==> config.mk <==
export PLATFORM = sky130hd
export DESIGN_NAME = nvs_dist
export DESIGN_NICKNAME = d
export VERILOG_FILES = /design/src/hw/rtl/nvs_pkg.sv /design/src/hw/rtl/nvs_dist.sv
export SDC_FILE = /design/constraint.sdc
export NUM_CORES = 2
export LEC_CHECK = 0
export BUFFER_PORTS_ARGS = -buffer_cell sky130_fd_sc_hd__buf_4
export CORE_UTILIZATION = 37
export CTS_BUF_LIST = sky130_fd_sc_hd__clkbuf_4
export DETAILED_ROUTE_END_ITERATION = 10
export PLACE_DENSITY_LB_ADDON = 0.08
export SKIP_CTS_REPAIR_TIMING = 1
export SYNTH_ARGS = -nofsm -noshare
export SYNTH_HDL_FRONTEND = slang
export SYNTH_SLANG_ARGS = --single-unit
==> constraint.sdc <==
create_clock -name clk_i -period 18.9 [get_ports clk_i]
set_clock_uncertainty 0.05 [all_clocks]
set_input_delay 0.945 -clock clk_i [delete_from_list [all_inputs] [get_ports clk_i]]
set_output_delay 0.945 -clock clk_i [all_outputs]
set_load 0.005 [all_outputs]
==> src/hw/rtl/nvs_pkg.sv <==
// shared types and constants for the nearest vertex search block
`timescale 1ns / 1ps

package nvs_pkg;

  localparam int unsigned MaxVertices = 1024;
  localparam int unsigned AddrW       = $clog2(MaxVertices);
  localparam int unsigned CountW      = AddrW + 1;
  localparam int unsigned CoordW      = 24;
  localparam int unsigned DiffW       = CoordW + 1;
  localparam int unsigned DistW       = 2 * DiffW;
  localparam int unsigned VertexW     = 3 * CoordW;

  typedef enum logic [1:0] {
    OP_APPEND = 2'd0,
    OP_QUERY  = 2'd1,
    OP_CLEAR  = 2'd2
  } op_e;

  typedef enum logic [1:0] {
    STAT_OK    = 2'd0,
    STAT_FULL  = 2'd1,
    STAT_EMPTY = 2'd2
  } status_e;

  typedef enum logic [1:0] {
    S_IDLE,
    S_SCAN,
    S_DRAIN,
    S_FIN
  } state_e;

  typedef struct packed {
    op_e                      op;
    logic signed [CoordW-1:0] coord_x;
    logic signed [CoordW-1:0] coord_y;
    logic signed [CoordW-1:0] coord_z;
  } req_t;

  typedef struct packed {
    status_e          status;
    logic [AddrW-1:0] nearest_index;
    logic             matched;
    logic [DistW-1:0] distance_sq;
  } rsp_t;

  typedef struct packed {
    logic signed [CoordW-1:0] x;
    logic signed [CoordW-1:0] y;
    logic signed [CoordW-1:0] z;
  } vertex_t;

  // tag that travels with one scanned entry through the distance pipeline
  typedef struct packed {
    logic             valid;
    logic             last;
    logic [AddrW-1:0] idx;
  } tag_t;

  typedef struct packed {
    tag_t             tag;
    logic [DistW-1:0] sq_sum;
  } dist_t;

endpackage

==> src/hw/rtl/nvs_dist.sv <==
// three-stage squared euclidean distance pipeline
`timescale 1ns / 1ps

module nvs_dist (
  input  logic            clk_i,
  input  logic            rst_ni,
  input  nvs_pkg::tag_t    tag_i,
  input  nvs_pkg::vertex_t query_i,
  input  nvs_pkg::vertex_t vertex_i,
  output nvs_pkg::dist_t   dist_o
);

  nvs_pkg::tag_t tag1_q, tag2_q, tag3_q;

  logic signed [nvs_pkg::DiffW-1:0] dx_q, dy_q, dz_q;
  logic signed [nvs_pkg::DistW-1:0] px_q, py_q, pz_q;
  logic        [nvs_pkg::DistW-1:0] sum_q;

  always_ff @(posedge clk_i or negedge rst_ni) begin
    if (!rst_ni) begin
      tag1_q <= '0;
      tag2_q <= '0;
      tag3_q <= '0;
    end else begin
      tag1_q <= tag_i;
      tag2_q <= tag1_q;
      tag3_q <= tag2_q;
    end
  end

  always_ff @(posedge clk_i) begin
    // stage 1: per-axis difference, one extra bit
    dx_q  <= {query_i.x[nvs_pkg::CoordW-1], query_i.x} -
             {vertex_i.x[nvs_pkg::CoordW-1], vertex_i.x};
    dy_q  <= {query_i.y[nvs_pkg::CoordW-1], query_i.y} -
             {vertex_i.y[nvs_pkg::CoordW-1], vertex_i.y};
    dz_q  <= {query_i.z[nvs_pkg::CoordW-1], query_i.z} -
             {vertex_i.z[nvs_pkg::CoordW-1], vertex_i.z};
    // stage 2: squares, always non-negative
    px_q  <= dx_q * dx_q;
    py_q  <= dy_q * dy_q;
    pz_q  <= dz_q * dz_q;
    // stage 3: sum never exceeds three times the largest square
    sum_q <= nvs_pkg::DistW'(unsigned'(px_q)) + nvs_pkg::DistW'(unsigned'(py_q)) +
             nvs_pkg::DistW'(unsigned'(pz_q));
  end

  assign dist_o.tag    = tag3_q;
  assign dist_o.sq_sum = sum_q;

endmodule

==> impl_metrics.json <==
{
  "gp_congestion": 0.8472,
  "num-nets-final": 10570,
  "die-area_um2": 205300,
  "clk_pin_slew_ns": 0.07,
  "synth.distinct_cells": 88,
  "wl_met2_um": 97360,
  "dr_total_vias": 50270,
  "worst_setup_path_start_kind": "flip-flop",
  "gr-usage-all-layers_pct": 20.30,
  "critical_path_peak_fanout": 23,
  "numCtsBuffers": 93,
  "synthToLayoutAreaGrowth_pct": 8.014,
  "reg2reg_depth": 24,
  "max_slew.worst_pin.slew_ns": 1.306,
  "cts_root_buffer": "sky130_fd_sc_hd__clkbuf_4",
  "worst_case_hold_path_end_point": "dx_q[0]$_DFF_P_",
  "fin_setup_tns_ns": 0,
  "post-route-period-util_pct": 44.65,
  "synth_seq_cells": 308,
  "wire_per_inst_um": 18.44,
  "cts_sinks": 308,
  "clk-insertion-delay-late_ns": 1.08,
  "die_height_um": 453.1,
  "yosysWarningCount": 0,
  "first_pass_grt_wire_length_um": 321000,
  "num_rows": 165,
  "achievable_freq_ghz": 0.1185,
  "hold_path.class": "in2reg",
  "fp.dieW_um": 453.1,
  "regToRegStartpoint": "dz_q[10]$_DFF_P_",
  "routed_wirelength_um": 197600,
  "timing_worst_setup_path_type": "reg2reg",
  "seqCellArea_um2": 6356,
  "fill_cells": 20400,
  "maxCapViolations": 0,
  "cts.htree.levels": 3,
  "core_um2": 202100,
  "timing.final.setup_violations": 0,
  "crit_required_ns": 19.75,
  "via_count_of_the_first_global_routing_pass": 57300,
  "clock_tree_from_tritoncts": "built",
  "seq_area_frac_synth_pct": 8.430,
  "max_slew_margin_pct": 12.78,
  "gr-total-overflow": 0,
  "synthCells": 7776,
  "ys_async_sr_fraction_pct": 11.69,
  "post-route-min-period_ns": 8.439,
  "worst_hold_startpoint": "vertex_i[48]",
  "post_drt_via_cell_ratio": 4.692,
  "cts_max_path_buffers": 3,
  "io_pins": 220,
  "reg2reg_setup_slack_ns": 10.46,
  "cell_area_after_synthesis_um2": 75280,
  "dr_wl_met3_um": 6919,
  "dp.final_hpwl_um": 166400,
  "run_status": "finished clean",
  "firstDrtPassIters": 5,
  "worst_r2r_endpoint": "pz_q[49]$_DFF_P_",
  "drt-met1-wl_um": 88290,
  "placement.io_buffers": 219,
  "multiInputGateArea_um2": 59830,
  "critPathCaptureType": "flip-flop",
  "avg_cell_area_syn_um2": 9.681,
  "edff_count_synth": 0,
  "slew_viol_final": 0,
  "top_layer": "met5",
  "grt_start_max_net_pins": 50,
  "final_antenna_net_count": 0,
  "first_iter_violations": 2008,
  "route.detailed.drc": 0,
  "antenna_found_initial": 4,
  "synth_ff_type": "sky130_fd_sc_hd__dfxtp_1",
  "final-hold-violation-count": 0,
  "rsz0062_at_grt": "false",
  "initial_utilization_pct": 37.25,
  "crit_arrival_ns": 9.29,
  "layout_cell_share_with_drive_strength_beyond_1_pct": 5.999,
  "timing.hold.worst_path_depth": 3
}
-- logic make-up (layout without fill, tap and decap cells) --
| kind of cell | count (synthesis) | count (layout) | synth area share, % |
|---|---|---|---|
| adders and majority gates | 2449 | 2449 | 59.37 |
| buffers and inverters | 2426 | 2683 | 12.10 |
| and+or+nand+nor | 1554 | 1554 | 9.999 |
| AOI/OAI and AO/OA | 743 | 743 | 6.643 |
| DFF | 308 | 308 | 8.430 |
| xor gates and xnor gates | 287 | 287 | 3.339 |
| muxes | 8 | 8 | 0.1114 |
| other | 1 | 10 | 0.004981 |
-- cells in the final DEF (no fill, tap or decap), drive strengths merged, types with 14 or more instances in the layout --
cell,n
nand3,49
a31oi,28
xor2,81
nand4,35
dfrtp,36
xnor2,206
inv,2220
a21o,127
o21a,33
dfxtp,272
a21oi,218
o21ai,124
o211ai,17
nor3,41
nor2,206
clkinv,34
a211oi,28
nor2b,85
dlygate4sd3,14
buf,287
and2,356
nand2b,51
o21bai,40
ha,577
or2,15
nand2,646
fa,1872
and3,32
a21boi,15
clkbuf,127
-- critical path, stage by stage (launching register included) --
cell,delay (ns)
sky130_fd_sc_hd__dfxtp_1,1.19
sky130_fd_sc_hd__inv_1,0.35
sky130_fd_sc_hd__nor2_1,0.26
sky130_fd_sc_hd__fa_1,0.47
sky130_fd_sc_hd__fa_1,0.52
sky130_fd_sc_hd__inv_1,0.05
sky130_fd_sc_hd__fa_1,0.46
sky130_fd_sc_hd__fa_1,0.51
sky130_fd_sc_hd__inv_1,0.05
sky130_fd_sc_hd__fa_1,0.43
sky130_fd_sc_hd__fa_1,0.51
sky130_fd_sc_hd__inv_1,0.05
sky130_fd_sc_hd__fa_1,0.56
sky130_fd_sc_hd__inv_1,0.06
sky130_fd_sc_hd__ha_1,0.37
sky130_fd_sc_hd__a21oi_1,0.15
sky130_fd_sc_hd__o21ai_0,0.10
sky130_fd_sc_hd__a2111oi_0,0.46
sky130_fd_sc_hd__o22ai_1,0.14
sky130_fd_sc_hd__o21bai_1,0.26
sky130_fd_sc_hd__a2111o_1,0.50
sky130_fd_sc_hd__and4_1,0.23
sky130_fd_sc_hd__nor2_1,0.26
sky130_fd_sc_hd__a41oi_1,0.19
sky130_fd_sc_hd__xnor2_1,0.15
-- metrics by stage --
step | utilization (%) | std cells | cell area [µm²] | hold WS (ns) | setup slack [ns]
6_report | 40.23 | 10710 | 81310 | 0.1434 | 10.46
5_1_grt | 40.23 | 10710 | 81310 | 0.05368 | 10.07
4_1_cts | 40.15 | 10690 | 81160 | -0.3614 | 10.43
3_5_place_dp | 39.58 | 10530 | 80000 | 0.2847 | 10.42
3_3_place_gp | 39.58 | 10530 | 80000 | 0.2813 | 10.56
2_1_floorplan | - | 7778 | 75290 | 0.2812 | 11.37
-- worst max path at each step --
stage	start	depth (start not counted)	slack (ns)	endpoint
global route	dz_q[10]$_DFF_P_	24	10.07	pz_q[43]$_DFF_P_
floorplan	dy_q[24]$_DFF_P_	25	11.37	py_q[49]$_DFF_P_
CTS	dz_q[10]$_DFF_P_	24	10.43	pz_q[43]$_DFF_P_
global placement	dz_q[10]$_DFF_P_	24	10.56	pz_q[49]$_DFF_P_
detailed placement	dz_q[10]$_DFF_P_	24	10.42	pz_q[49]$_DFF_P_
finish	dz_q[10]$_DFF_P_	24	10.46	pz_q[49]$_DFF_P_
-- sequential cells by signal (all words and copies together) (netlist names), 25 cells and up --
signal	flops
py_q	49
pz_q	49
dx_q	25
px_q	49
dz_q	25
dy_q	25
sum_q	50
-- synth_stat cells, drive strengths merged, types with 7 or more instances --
master	instances	area share (%)
inv	2215	11
fa	1872	50
nand2	646	3.2
ha	577	9.6
and2	356	3.0
dfxtp	272	7.2
a21oi	218	1.5
clkbuf	206	1.0
nor2	206	1.0
xnor2	206	2.4
a21o	127	1.3
o21ai	124	0.84
nor2b	85	0.71
xor2	81	0.94
nand2b	51	0.42
nand3	49	0.33
nor3	41	0.27
o21bai	40	0.41
dfrtp	36	1.2
nand4	35	0.29
o21a	33	0.33
and3	32	0.27
a211oi	28	0.29
a31oi	28	0.23
o211ai	17	0.17
a21boi	15	0.15
or2	15	0.12
a31o	11	0.14
o31ai	11	0.12
or3	11	0.091
a211o	10	0.12
a221oi	9	0.14
o41ai	9	0.15
a311oi	7	0.10
nor3b	7	0.070
-- cell type report --
cell class | instances | area share [%]
Multi-Input combinational cell | 5044 | 73.58
Inverter | 2215 | 10.22
Sequential cell | 308 | 7.817
Tap cell | 2672 | 4.111
Timing Repair Buffer | 301 | 2.822
Clock buffer | 127 | 1.173
Clock inverter | 40 | 0.2493
Antenna cell | 7 | 0.02154
-- per-layer routing --
layer | up-vias | track usage (%)
met5 | - | 0
met4 | 2 | 5.079
met3 | 205 | 2.204
met2 | 794 | 34.72
met1 | 25910 | 27.33
li1 | 23360 | -
Power is not shown: default switching activity piles up to over one toggle a cycle in this logic, so the estimate is an artifact.
