**src/hw/rtl/nvs_ram.sv**
```systemverilog
// generic single-port-write, single-port-read ram with registered read data
`timescale 1ns / 1ps

module nvs_ram #(
  parameter int unsigned Width = 8,
  parameter int unsigned Depth = 16
) (
  input  logic                     clk_i,
  input  logic                     we_i,
  input  logic [$clog2(Depth)-1:0] waddr_i,
  input  logic [Width-1:0]         wdata_i,
  input  logic                     re_i,
  input  logic [$clog2(Depth)-1:0] raddr_i,
  output logic [Width-1:0]         rdata_o
);

  logic [Width-1:0] mem_q [Depth];
  logic [Width-1:0] rdata_q;

  always_ff @(posedge clk_i) begin
    if (we_i) begin
      mem_q[waddr_i] <= wdata_i;
    end
    if (re_i) begin
      rdata_q <= mem_q[raddr_i];
    end
  end

  assign rdata_o = rdata_q;

endmodule

```
**config.mk**
```make
export PLATFORM = sky130hd
export DESIGN_NAME = nvs_ram
export DESIGN_NICKNAME = d
export VERILOG_FILES = /design/src/hw/rtl/nvs_ram.sv
export SDC_FILE = /design/constraint.sdc
export NUM_CORES = 1
export LEC_CHECK = 0
export ABC_AREA = 1
export BUFFER_PORTS_ARGS = -buffer_cell sky130_fd_sc_hd__buf_2
export CAP_MARGIN = 20
export CORE_UTILIZATION = 50
export CTS_CLUSTER_SIZE = 16
export DETAILED_ROUTE_END_ITERATION = 10
export PLACE_DENSITY = 0.82
export RECOVER_POWER = 50
export SYNTH_ARGS = -nofsm -noshare
export SYNTH_HDL_FRONTEND = slang
export SYNTH_SLANG_ARGS = --single-unit
```
**constraint.sdc**
```tcl
create_clock -name clk_i -period 1.01 [get_ports clk_i]
set_input_delay 0.101 -clock clk_i [delete_from_list [all_inputs] [get_ports clk_i]]
set_output_delay 0.101 -clock clk_i [all_outputs]
set_load 0.01 [all_outputs]
```
==> results of run 1 <==
-- Yosys cell counts (all sizes together) --
| cell type | instances | area, sq um |
|---|---|---|
| nand2 | 173 | 649 |
| edfxtp | 136 | 4080 |
| inv | 102 | 383 |
| nand3 | 97 | 485 |
| buf | 24 | 166 |
| nor2 | 17 | 63.8 |
| nand3b | 2 | 15.0 |
-- critical path, delay by kind of cell, from the launching register on --
kind | cells | cell delay (ns)
buffers and inverters | 1 | 0.07
AND/OR/NAND/NOR | 5 | 0.43
flip-flops | 1 | 0.38
-- per-layer routing --
metal  up-vias  track usage, %  wire length, microns
met4         0            9.77                   417
li1       1882               -                     -
met5         -               0                     0
met1      1914            29.5                  5330
met2       239            39.0                  6450
met3        38            6.17                   945
-- cell families (layout without fill, tap and decap cells) --
| kind of cell | after synthesis | count (layout) | share of synthesized area [%] |
|---|---|---|---|
| buffers and inverters | 126 | 189 | 9.39 |
| DFF | 136 | 136 | 69.8 |
| and+or+nand+nor | 289 | 289 | 20.8 |
-- power breakdown --
group	switching, mW	internal [mW]	total (mW)	leakage (nW)
logic	0.612	0.289	0.901	1.52
clock network	2.18	3.85	6.03	0.284
registers	0.0355	6.36	6.40	1.24
total	2.83	10.5	13.3	3.04
-- state kept, by name, indices dropped and copies added, names as in the netlist --
register and flops:
rdata_o 8, mem_q 128
-- final cells by class --
| cell class | count | area share (%) |
|---|---|---|
| sequential | 136 | 57.8 |
| multi-input combinational | 289 | 20.0 |
| clock buffer | 18 | 6.08 |
| timing repair buffer | 55 | 5.92 |
| inverter | 102 | 5.42 |
| tap | 143 | 2.53 |
| clock inverter | 14 | 2.23 |
-- through the flow --
step                util, %  area (sq um)  power, mW  hold slack (ns)  setup slack (ns)
floorplan                 -          5850       6.97            0.200           -0.0418
global placement       55.1          6290       7.29            0.458            -0.317
detailed placement     55.1          6290       7.32            0.466            -0.353
CTS                    60.9          6960       13.3           0.0397           -0.0822
global route           61.8          7060       13.7           0.0993            -0.149
finish                 61.8          7060       13.3            0.115            -0.120
-- what timing repair did --
action,4_1_cts,5_1_grt
setup endpoints to repair,15,16
setup buffers,0,0
gates resized for setup,19,22
pin swaps,15,19
-- placed cells by master (no fill, tap or decap) --
cell / n
clkinv_4: 4
nand3_1: 63
bufinv_16: 3
nand2_2: 3
buf_2: 16
buf_12: 6
nand2_1: 170
nand3_2: 32
clkinvlp_4: 1
clkbuf_16: 17
edfxtp_1: 136
buf_6: 1
clkbuf_1: 10
nor2_2: 2
nand3b_1: 2
clkinv_1: 4
inv_1: 99
clkinv_2: 2
buf_4: 23
nand3_4: 2
nor2_1: 15
inv_2: 3
-- path summary, 6_finish.rpt --
| check | start | endpoint | depth (start not counted) |
|---|---|---|---|
| setup / recovery | mem_q[0][5] | rdata_o[5] | 6 |
| hold / removal | raddr_i[3] | rdata_o[7] | 3 |
| setup reg to reg | mem_q[0][5] | rdata_o[5] | 6 |
| hold reg to reg | mem_q[12][2] | rdata_o[2] | 6 |
==> run_results.csv, run 1 <==
group,metric,value,unit
outcome,outcome,"finished with violations",
outcome,violations,"negative setup slack",
route,vias,4073,
setup_path,critPathRequiredTime,1.16,ns
timing,min_period,1.13,ns
logic_synthesis,syn_area,5850,sq um
route,ant_nets,0,
placement,dp_cells,725,
final_layout,seq_area,4080,sq um
cts,clkLatencyLatePin,0.41,ns
setup_path,crit_path_start_kind,"flop",
logic_synthesis,synth_cell_type_count,11,
logic_synthesis,syn-instance-count,551,
logic_synthesis,ys_ff_latch,136,
grt,grt_pass1_vias,3928,
floorplan,start_util,51.2,%
cts,h-tree-depth,4,
route,drt-wirelength-per-cell,17.4,microns
final_layout,antenna_cells,0,
grt,grt-ovfl-total,0,
setup_path,r2r_slack,-0.12,ns
final_layout,syn2layout_area_growth,20.8,%
final_layout,finalNonFillerCells,757,
timing,fmax,885,MHz
timing,fin_tns_setup,-0.824,ns
timing,hold_viol_final,0,
grt,grt_start_max_net_pins,33,
placement,io_buffers,26,
logic_synthesis,ys_seq_area_share,69.8,%
cts,cts_buffers,17,
grt,antenna_found_initial,0,
floorplan,fp.dieH,110,microns
setup_path,cp-end-kind,"flop",
timing,clock_skew,0.00644,ns
route,drtPass1Iterations,7,
final_layout,drive_gt1_share,18.7,%
placement,hpwl,8.15,mm
setup_path,worst-endpoint-arrival,1.28,ns
final_layout,fillerInstances,848,
route,drc,0,
timing,setup_ws,-0.120,ns
grt,grt_usage,23.6,%
setup_path,slowest_stage,"edfxtp_1",
cts,numClockSinks,136,
power,ir_drop,0.00145,V
floorplan,io_pins,27,
timing,relSlewSlack,35.8,%
cts,cts_hold_buffers,0,
power,p_leak,3.04,nW
timing,tightestPinTransition,0.964,ns
route,drt_iter0_drc,458,
min_path,hp-class,"in -> reg",
placement,place_congestion,0.956,
job,drv_cap,0,
timing,setup_viol_count_final,12,
power,p_per_area,1890,nW/um^2
logic_synthesis,synth.yosys.warnings,0,
setup_path,crit_chain,"inv_2 -> nand2_1 -> nand3_1 -> nand3_1 -> nand3_2 -> nand2_1",
logic_synthesis,synth_nets,570,
floorplan,dieArea,12100,sq um
cts,clockBufferDepth,2,
cts,cts_tree,"yes",
setup_path,crit_type,"reg -> reg",
setup_path,crit_fanout,1,
final_layout,multiInputGateArea,1410,sq um
final_layout,nets,620,
timing,finalMaxSlewViolations,0,
grt,grt_first_pass_wirelength,20.3,mm
timing,fin_crit_sh,112,%
logic_synthesis,synth.avg_cell_area,10.6,sq um
route,wl,13.1,mm
setup_path,cpPeakStageDelay,0.38,ns
timing,grt_setup_unrepaired,"yes",
floorplan,rows,39,
floorplan,core,11400,sq um
route,via_per_inst,5.38,
cts,cts.reportedPaths.clkPinSlew,0.06,ns
floorplan,die_w,110,microns
cts,cts_root_buffer,"clkbuf_16",
(Power assumes the default switching activity.)
==> inputs of run 2 (changes only) <==
--- a/config.mk
+++ b/config.mk
@@ -13,6 +13,7 @@
 export DETAILED_ROUTE_END_ITERATION = 10
 export PLACE_DENSITY = 0.82
 export RECOVER_POWER = 50
+export SETUP_SLACK_MARGIN = 0.15
 export SYNTH_ARGS = -nofsm -noshare
 export SYNTH_HDL_FRONTEND = slang
 export SYNTH_SLANG_ARGS = --single-unit
==> run_results.csv, run 2 (synthesis gave the netlist of run 1 again) <==
group,metric,value,unit
outcome,outcome,"finished with violations",
outcome,violations,"negative setup slack",
setup_path,slowest_stage,"edfxtp_1",
final_layout,antenna_cells,0,
final_layout,syn2layout_area_growth,21.5,%
grt,grt_start_max_net_pins,33,
setup_path,critPathTopFamily,"flip-flops",
cts,clkLatencyLatePin,0.42,ns
route,ant_nets,0,
setup_path,crit_fanout,1,
cts,cts_buffers,17,
route,via_per_inst,5.37,
final_layout,nets,612,
timing,grt_setup_unrepaired,"yes",
cts,numClockSinks,136,
timing,tightestPinTransition,0.741,ns
timing,fin_crit_sh,111,%
route,drt-wirelength-per-cell,16.8,microns
placement,io_buffers,26,
timing,clock_skew,0.00783,ns
setup_path,critPathRequiredTime,0.91,ns
placement,placed_cell_area,6320,sq um
job,drv_cap,0,
final_layout,drive_gt1_share,22.8,%
final_layout,fin_area,7100,sq um
floorplan,dieArea,12100,sq um
timing,setup_viol_count_final,12,
cts,cts_tree,"yes",
timing,finalMaxSlewViolations,0,
power,p_leak,3.00,nW
placement,place_congestion,0.860,
power,ir_drop,0.00103,V
cts,cts.reportedPaths.clkPinSlew,0.06,ns
route,drc,0,
timing,min_period,1.12,ns
floorplan,rows,39,
floorplan,die_w,110,microns
floorplan,start_util,51.2,%
setup_path,crit_chain,"buf_2",
grt,grt_pass1_vias,3962,
power,p_per_area,1850,nW/um^2
route,wl,12.6,mm
floorplan,fp.dieH,110,microns
route,vias,4019,
floorplan,io_pins,27,
cts,cts_hold_buffers,0,
power,power,13.1,mW
grt,grt_first_pass_wirelength,19.6,mm
route,drt_iter0_drc,289,
grt,grt-ovfl-total,0,
timing,fmax,889,MHz
timing,relSlewSlack,50.5,%
route,drtPass1Iterations,5,
timing,hold_viol_final,0,
floorplan,core,11400,sq um
cts,h-tree-depth,4,
setup_path,cp-end-kind,"output port",
grt,antenna_found_initial,0,
setup_path,r2r_slack,-0.09,ns
grt,grt_usage,22.6,%
setup_path,cp_num_buf_inv,1,
setup_path,crit_type,"reg -> out",
setup_path,worst-endpoint-arrival,1.02,ns
cts,clockBufferDepth,2,
cts,cts_root_buffer,"clkbuf_16",
timing,setup_ws,-0.114,ns
min_path,hp-class,"in -> reg",
final_layout,top_register,"mem_q",
placement,hpwl,8.08,mm
setup_path,cpPeakStageDelay,0.44,ns
final_layout,largest_reg_flops,128,
setup_path,crit_path_start_kind,"flop",
final_layout,final_common_cell,"nand2_1",
final_layout,final_cell_mix,"167 x nand2_1, 136 x edfxtp_1, 98 x inv_1, 53 x nand3_1, 44 x nand3_2",
[run 2: cell types whose count changed in the layout (fill, tap and decap cells not counted), moves of 2 or more]
cell / change
nand3_2: +12
nand3_1: -10
nor2_4: +8
clkinv_1: -2
nand3_4: -2
clkinvlp_4: +4
nor2_2: +7
nand2_1: -3
nand2_2: +2
buf_4: -8
clkinv_2: +2
nor2_1: -15
clkinv_4: -3
[run 2: routing by layer]
metal  up-vias  part of all wire (%)  GRT usage, %
li1       1867                     -             -
met1      1939                    37          27.4
met2       184                    53          38.4
met3        29                   7.9          5.47
met4         0                   2.0          10.2
met5         -                     0             0
[run 2: area by class of cell]
cell class              count  area, sq um
inverters                 102          383
clock buffers              18          429
repair buffers             47          358
clock inverters            14          134
multi-input cells         289         1540
well taps                 143          179
flip-flops and latches    136         4080
fillers                   849         4320
[run 2: repair_timing]
item,in CTS,in global routing
pin swaps,31,32
buffers inserted,0,0
resized for setup,18,32
endpoints found under the setup margin,16,16
[run 2: worst paths after layout]
| path | from | endpoint | cells past startpoint |
|---|---|---|---|
| max | rdata_o[5] | rdata_o[5] | 1 |
| min | re_i | rdata_o[6] | 1 |
| max reg2reg | mem_q[2][7] | rdata_o[7] | 6 |
| min reg2reg | mem_q[3][5] | rdata_o[5] | 6 |
[run 2: power by group]
group	internal [mW]	switching [mW]	total [mW]
combinational	0.291	0.600	0.891
clock	3.59	2.27	5.85
sequential	6.36	0.0394	6.40
[run 2: worst register-to-register path, delay by kind of cell (launching register included)]
kind                   cells  cell delay (ns)
buffers and inverters      1             0.07
flip-flops                 1             0.40
AND/OR/NAND/NOR            5             0.39
[run 2: metrics by stage]
| stage | hold slack [ns] | TNS, ns | worst slack [ns] | std cells | util [%] |
|---|---|---|---|---|---|
| 2_1_floorplan | 0.200 | 0 | 0.0354 | 551 | - |
| 3_3_place_gp | 0.471 | -13.80 | -0.253 | 717 | 55.3 |
| 3_5_place_dp | 0.478 | -19.15 | -0.296 | 717 | 55.3 |
| 4_1_cts | 0.0368 | -0.738 | -0.130 | 749 | 61.0 |
| 5_1_grt | 0.185 | -1.53 | -0.142 | 749 | 62.2 |
| 6_report | 0.166 | -0.672 | -0.114 | 749 | 62.2 |
==> inputs of run 3 (changes only) <==
--- a/config.mk
+++ b/config.mk
@@ -11,7 +11,8 @@
 export CORE_UTILIZATION = 50
 export CTS_CLUSTER_SIZE = 16
 export DETAILED_ROUTE_END_ITERATION = 10
-export PLACE_DENSITY = 0.82
+export GPL_ROUTABILITY_DRIVEN = 0
+export PLACE_DENSITY = 0.79
 export RECOVER_POWER = 50
 export SETUP_SLACK_MARGIN = 0.15
 export SYNTH_ARGS = -nofsm -noshare
==> constraint.sdc (replaced) <==
create_clock -name clk_i -period 1.2 [get_ports clk_i]
set_input_delay 0.12 -clock clk_i [delete_from_list [all_inputs] [get_ports clk_i]]
set_output_delay 0.12 -clock clk_i [all_outputs]
set_load 0.01 [all_outputs]
==> run_results.csv, run 3 (synthesis gave the netlist of run 1 again) <==
group,metric,value,unit
outcome,outcome,"finished with violations",
outcome,violations,"design-rule violations",
setup_path,cp-end-kind,"flop",
final_layout,drive_gt1_share,18.6,%
cts,clockBufferDepth,2,
final_layout,antenna_cells,0,
route,wl,13.7,mm
final_layout,top_register,"mem_q",
timing,tightestPinTransition,0.940,ns
final_layout,finalNonFillerCells,755,
setup_path,critical_path.most_common_cell,"nand3_2",
cts,numClockSinks,136,
job,drv_cap,0,
timing,clock_skew,0.00744,ns
cts,cts_buffers,17,
floorplan,start_util,51.2,%
min_path,worstHoldStart,"raddr_i[3]",
power,ir_drop,0.000944,V
final_layout,finish.utilization,61.3,%
cts,cts_root_buffer,"clkbuf_16",
timing,finalMaxSlewViolations,0,
cts,cts_hold_buffers,0,
setup_path,critPathRequiredTime,1.37,ns
final_layout,nets,618,
final_layout,final_common_cell,"nand2_1",
setup_path,critPathLaunch,"mem_q[1][2]",
min_path,hp-class,"in -> reg",
grt,grt-ovfl-total,0,
placement,hpwl,8.28,mm
route,ant_nets,0,
cts,cts.reportedPaths.clkPinSlew,0.06,ns
route,via_per_inst,5.41,
route,drtPass1Iterations,8,
power,p_per_area,1610,nW/um^2
timing,hold_viol_final,0,
grt,antenna_found_initial,0,
final_layout,largest_reg_flops,128,
floorplan,io_pins,27,
final_layout,syn2layout_area_growth,19.7,%
setup_path,crit_chain,"inv_1 -> nand2_1 -> nand3_2 -> nand3_2 -> nand3_2 -> nand2_1",
floorplan,fp.dieH,110,microns
timing,setup_ws,0.0373,ns
setup_path,cpPeakStageDelay,0.38,ns
timing,fmax,860,MHz
setup_path,slowest_stage,"edfxtp_1",
timing,setup_viol_count_final,0,
timing,grt_setup_unrepaired,"yes",
grt,grt_first_pass_wirelength,20.9,mm
timing,min_period,1.16,ns
grt,grt_usage,24.5,%
floorplan,dieArea,12100,sq um
route,drc,2,
floorplan,core,11400,sq um
cts,cts_tree,"yes",
setup_path,crit_path_start_kind,"flop",
final_layout,final_cell_mix,"168 x nand2_1, 136 x edfxtp_1, 98 x inv_1, 62 x nand3_1, 34 x nand3_2",
timing,fin_crit_sh,96.9,%
route,drt_iter0_drc,454,
setup_path,crit_fanout,1,
route,drt-wirelength-per-cell,18.1,microns
power,power,11.3,mW
placement,io_buffers,26,
placement,pre_cts_ws,-0.109,ns
floorplan,die_w,110,microns
timing,relSlewSlack,37.3,%
floorplan,rows,39,
cts,h-tree-depth,4,
setup_path,worst-endpoint-arrival,1.33,ns
power,p_leak,3.00,nW
grt,grt_pass1_vias,3900,
setup_path,reg2reg_from,"mem_q[1][2]",
placement,dp_cells,723,
cts,clkLatencyLatePin,0.42,ns
setup_path,crit_type,"reg -> reg",
grt,grt_start_max_net_pins,65,
route,vias,4082,
-- run 3: cell count changes in the layout (fill, tap and decap cells not counted), sizes merged --
cell,change
buf,+4
clkbuf,+3
bufinv,+1
clkinv,-1
clkinvlp,-1
-- run 3: repair_timing --
item | in CTS | in global routing
gates resized for setup | 31 | 12
pin swaps | 30 | 11
setup endpoints to repair | 16 | 16
buffers inserted | 0 | 0
-- run 3: metrics by stage --
step                      setup TNS [ns]  cell area (sq um)  hold slack (ns)
after global placement            -0.360               6230            0.491
after floorplan                        0               5850            0.219
after global routing                   0               7000            0.125
after detailed placement          -0.558               6230            0.490
final                                  0               7000            0.125
after CTS                              0               6970           0.0547
-- run 3: per-layer routing --
| metal | vias up | routed length, microns | track usage [%] |
|---|---|---|---|
| li1 | 1882 | - | - |
| met1 | 1912 | 5410 | 31.4 |
| met2 | 249 | 6600 | 40.2 |
| met3 | 39 | 1190 | 5.88 |
| met4 | 0 | 493 | 9.87 |
| met5 | - | 0 | 0 |
-- run 3: power by group --
group / switching (mW) / total (mW) / internal, mW
registers: 0.0340 / 5.39 / 5.36
logic: 0.512 / 0.735 / 0.223
clock network: 1.91 / 5.15 / 3.24
total: 2.45 / 11.3 / 8.82
-- run 3: worst max-delay path, delay by kind of cell, from the launching register on --
family                 cells  cell delay (ns)
AND/OR/NAND/NOR            5             0.47
flip-flops                 1             0.38
buffers and inverters      1             0.08
-- run 3: area by class of cell --
type / count / area (sq um)
multi-input cells: 289 / 1410
well taps: 143 / 179
flip-flops and latches: 136 / 4080
repair buffers: 53 / 354
clock inverters: 13 / 155
inverters: 102 / 383
clock buffers: 19 / 433
fillers: 838 / 4420
-- run 3: worst paths after layout --
path         cells past startpoint         end  slack [ns]
max                              6  rdata_o[2]        0.04
min                              3  rdata_o[7]        0.12
max reg2reg                      6  rdata_o[2]        0.04
min reg2reg                      6  rdata_o[3]        0.77
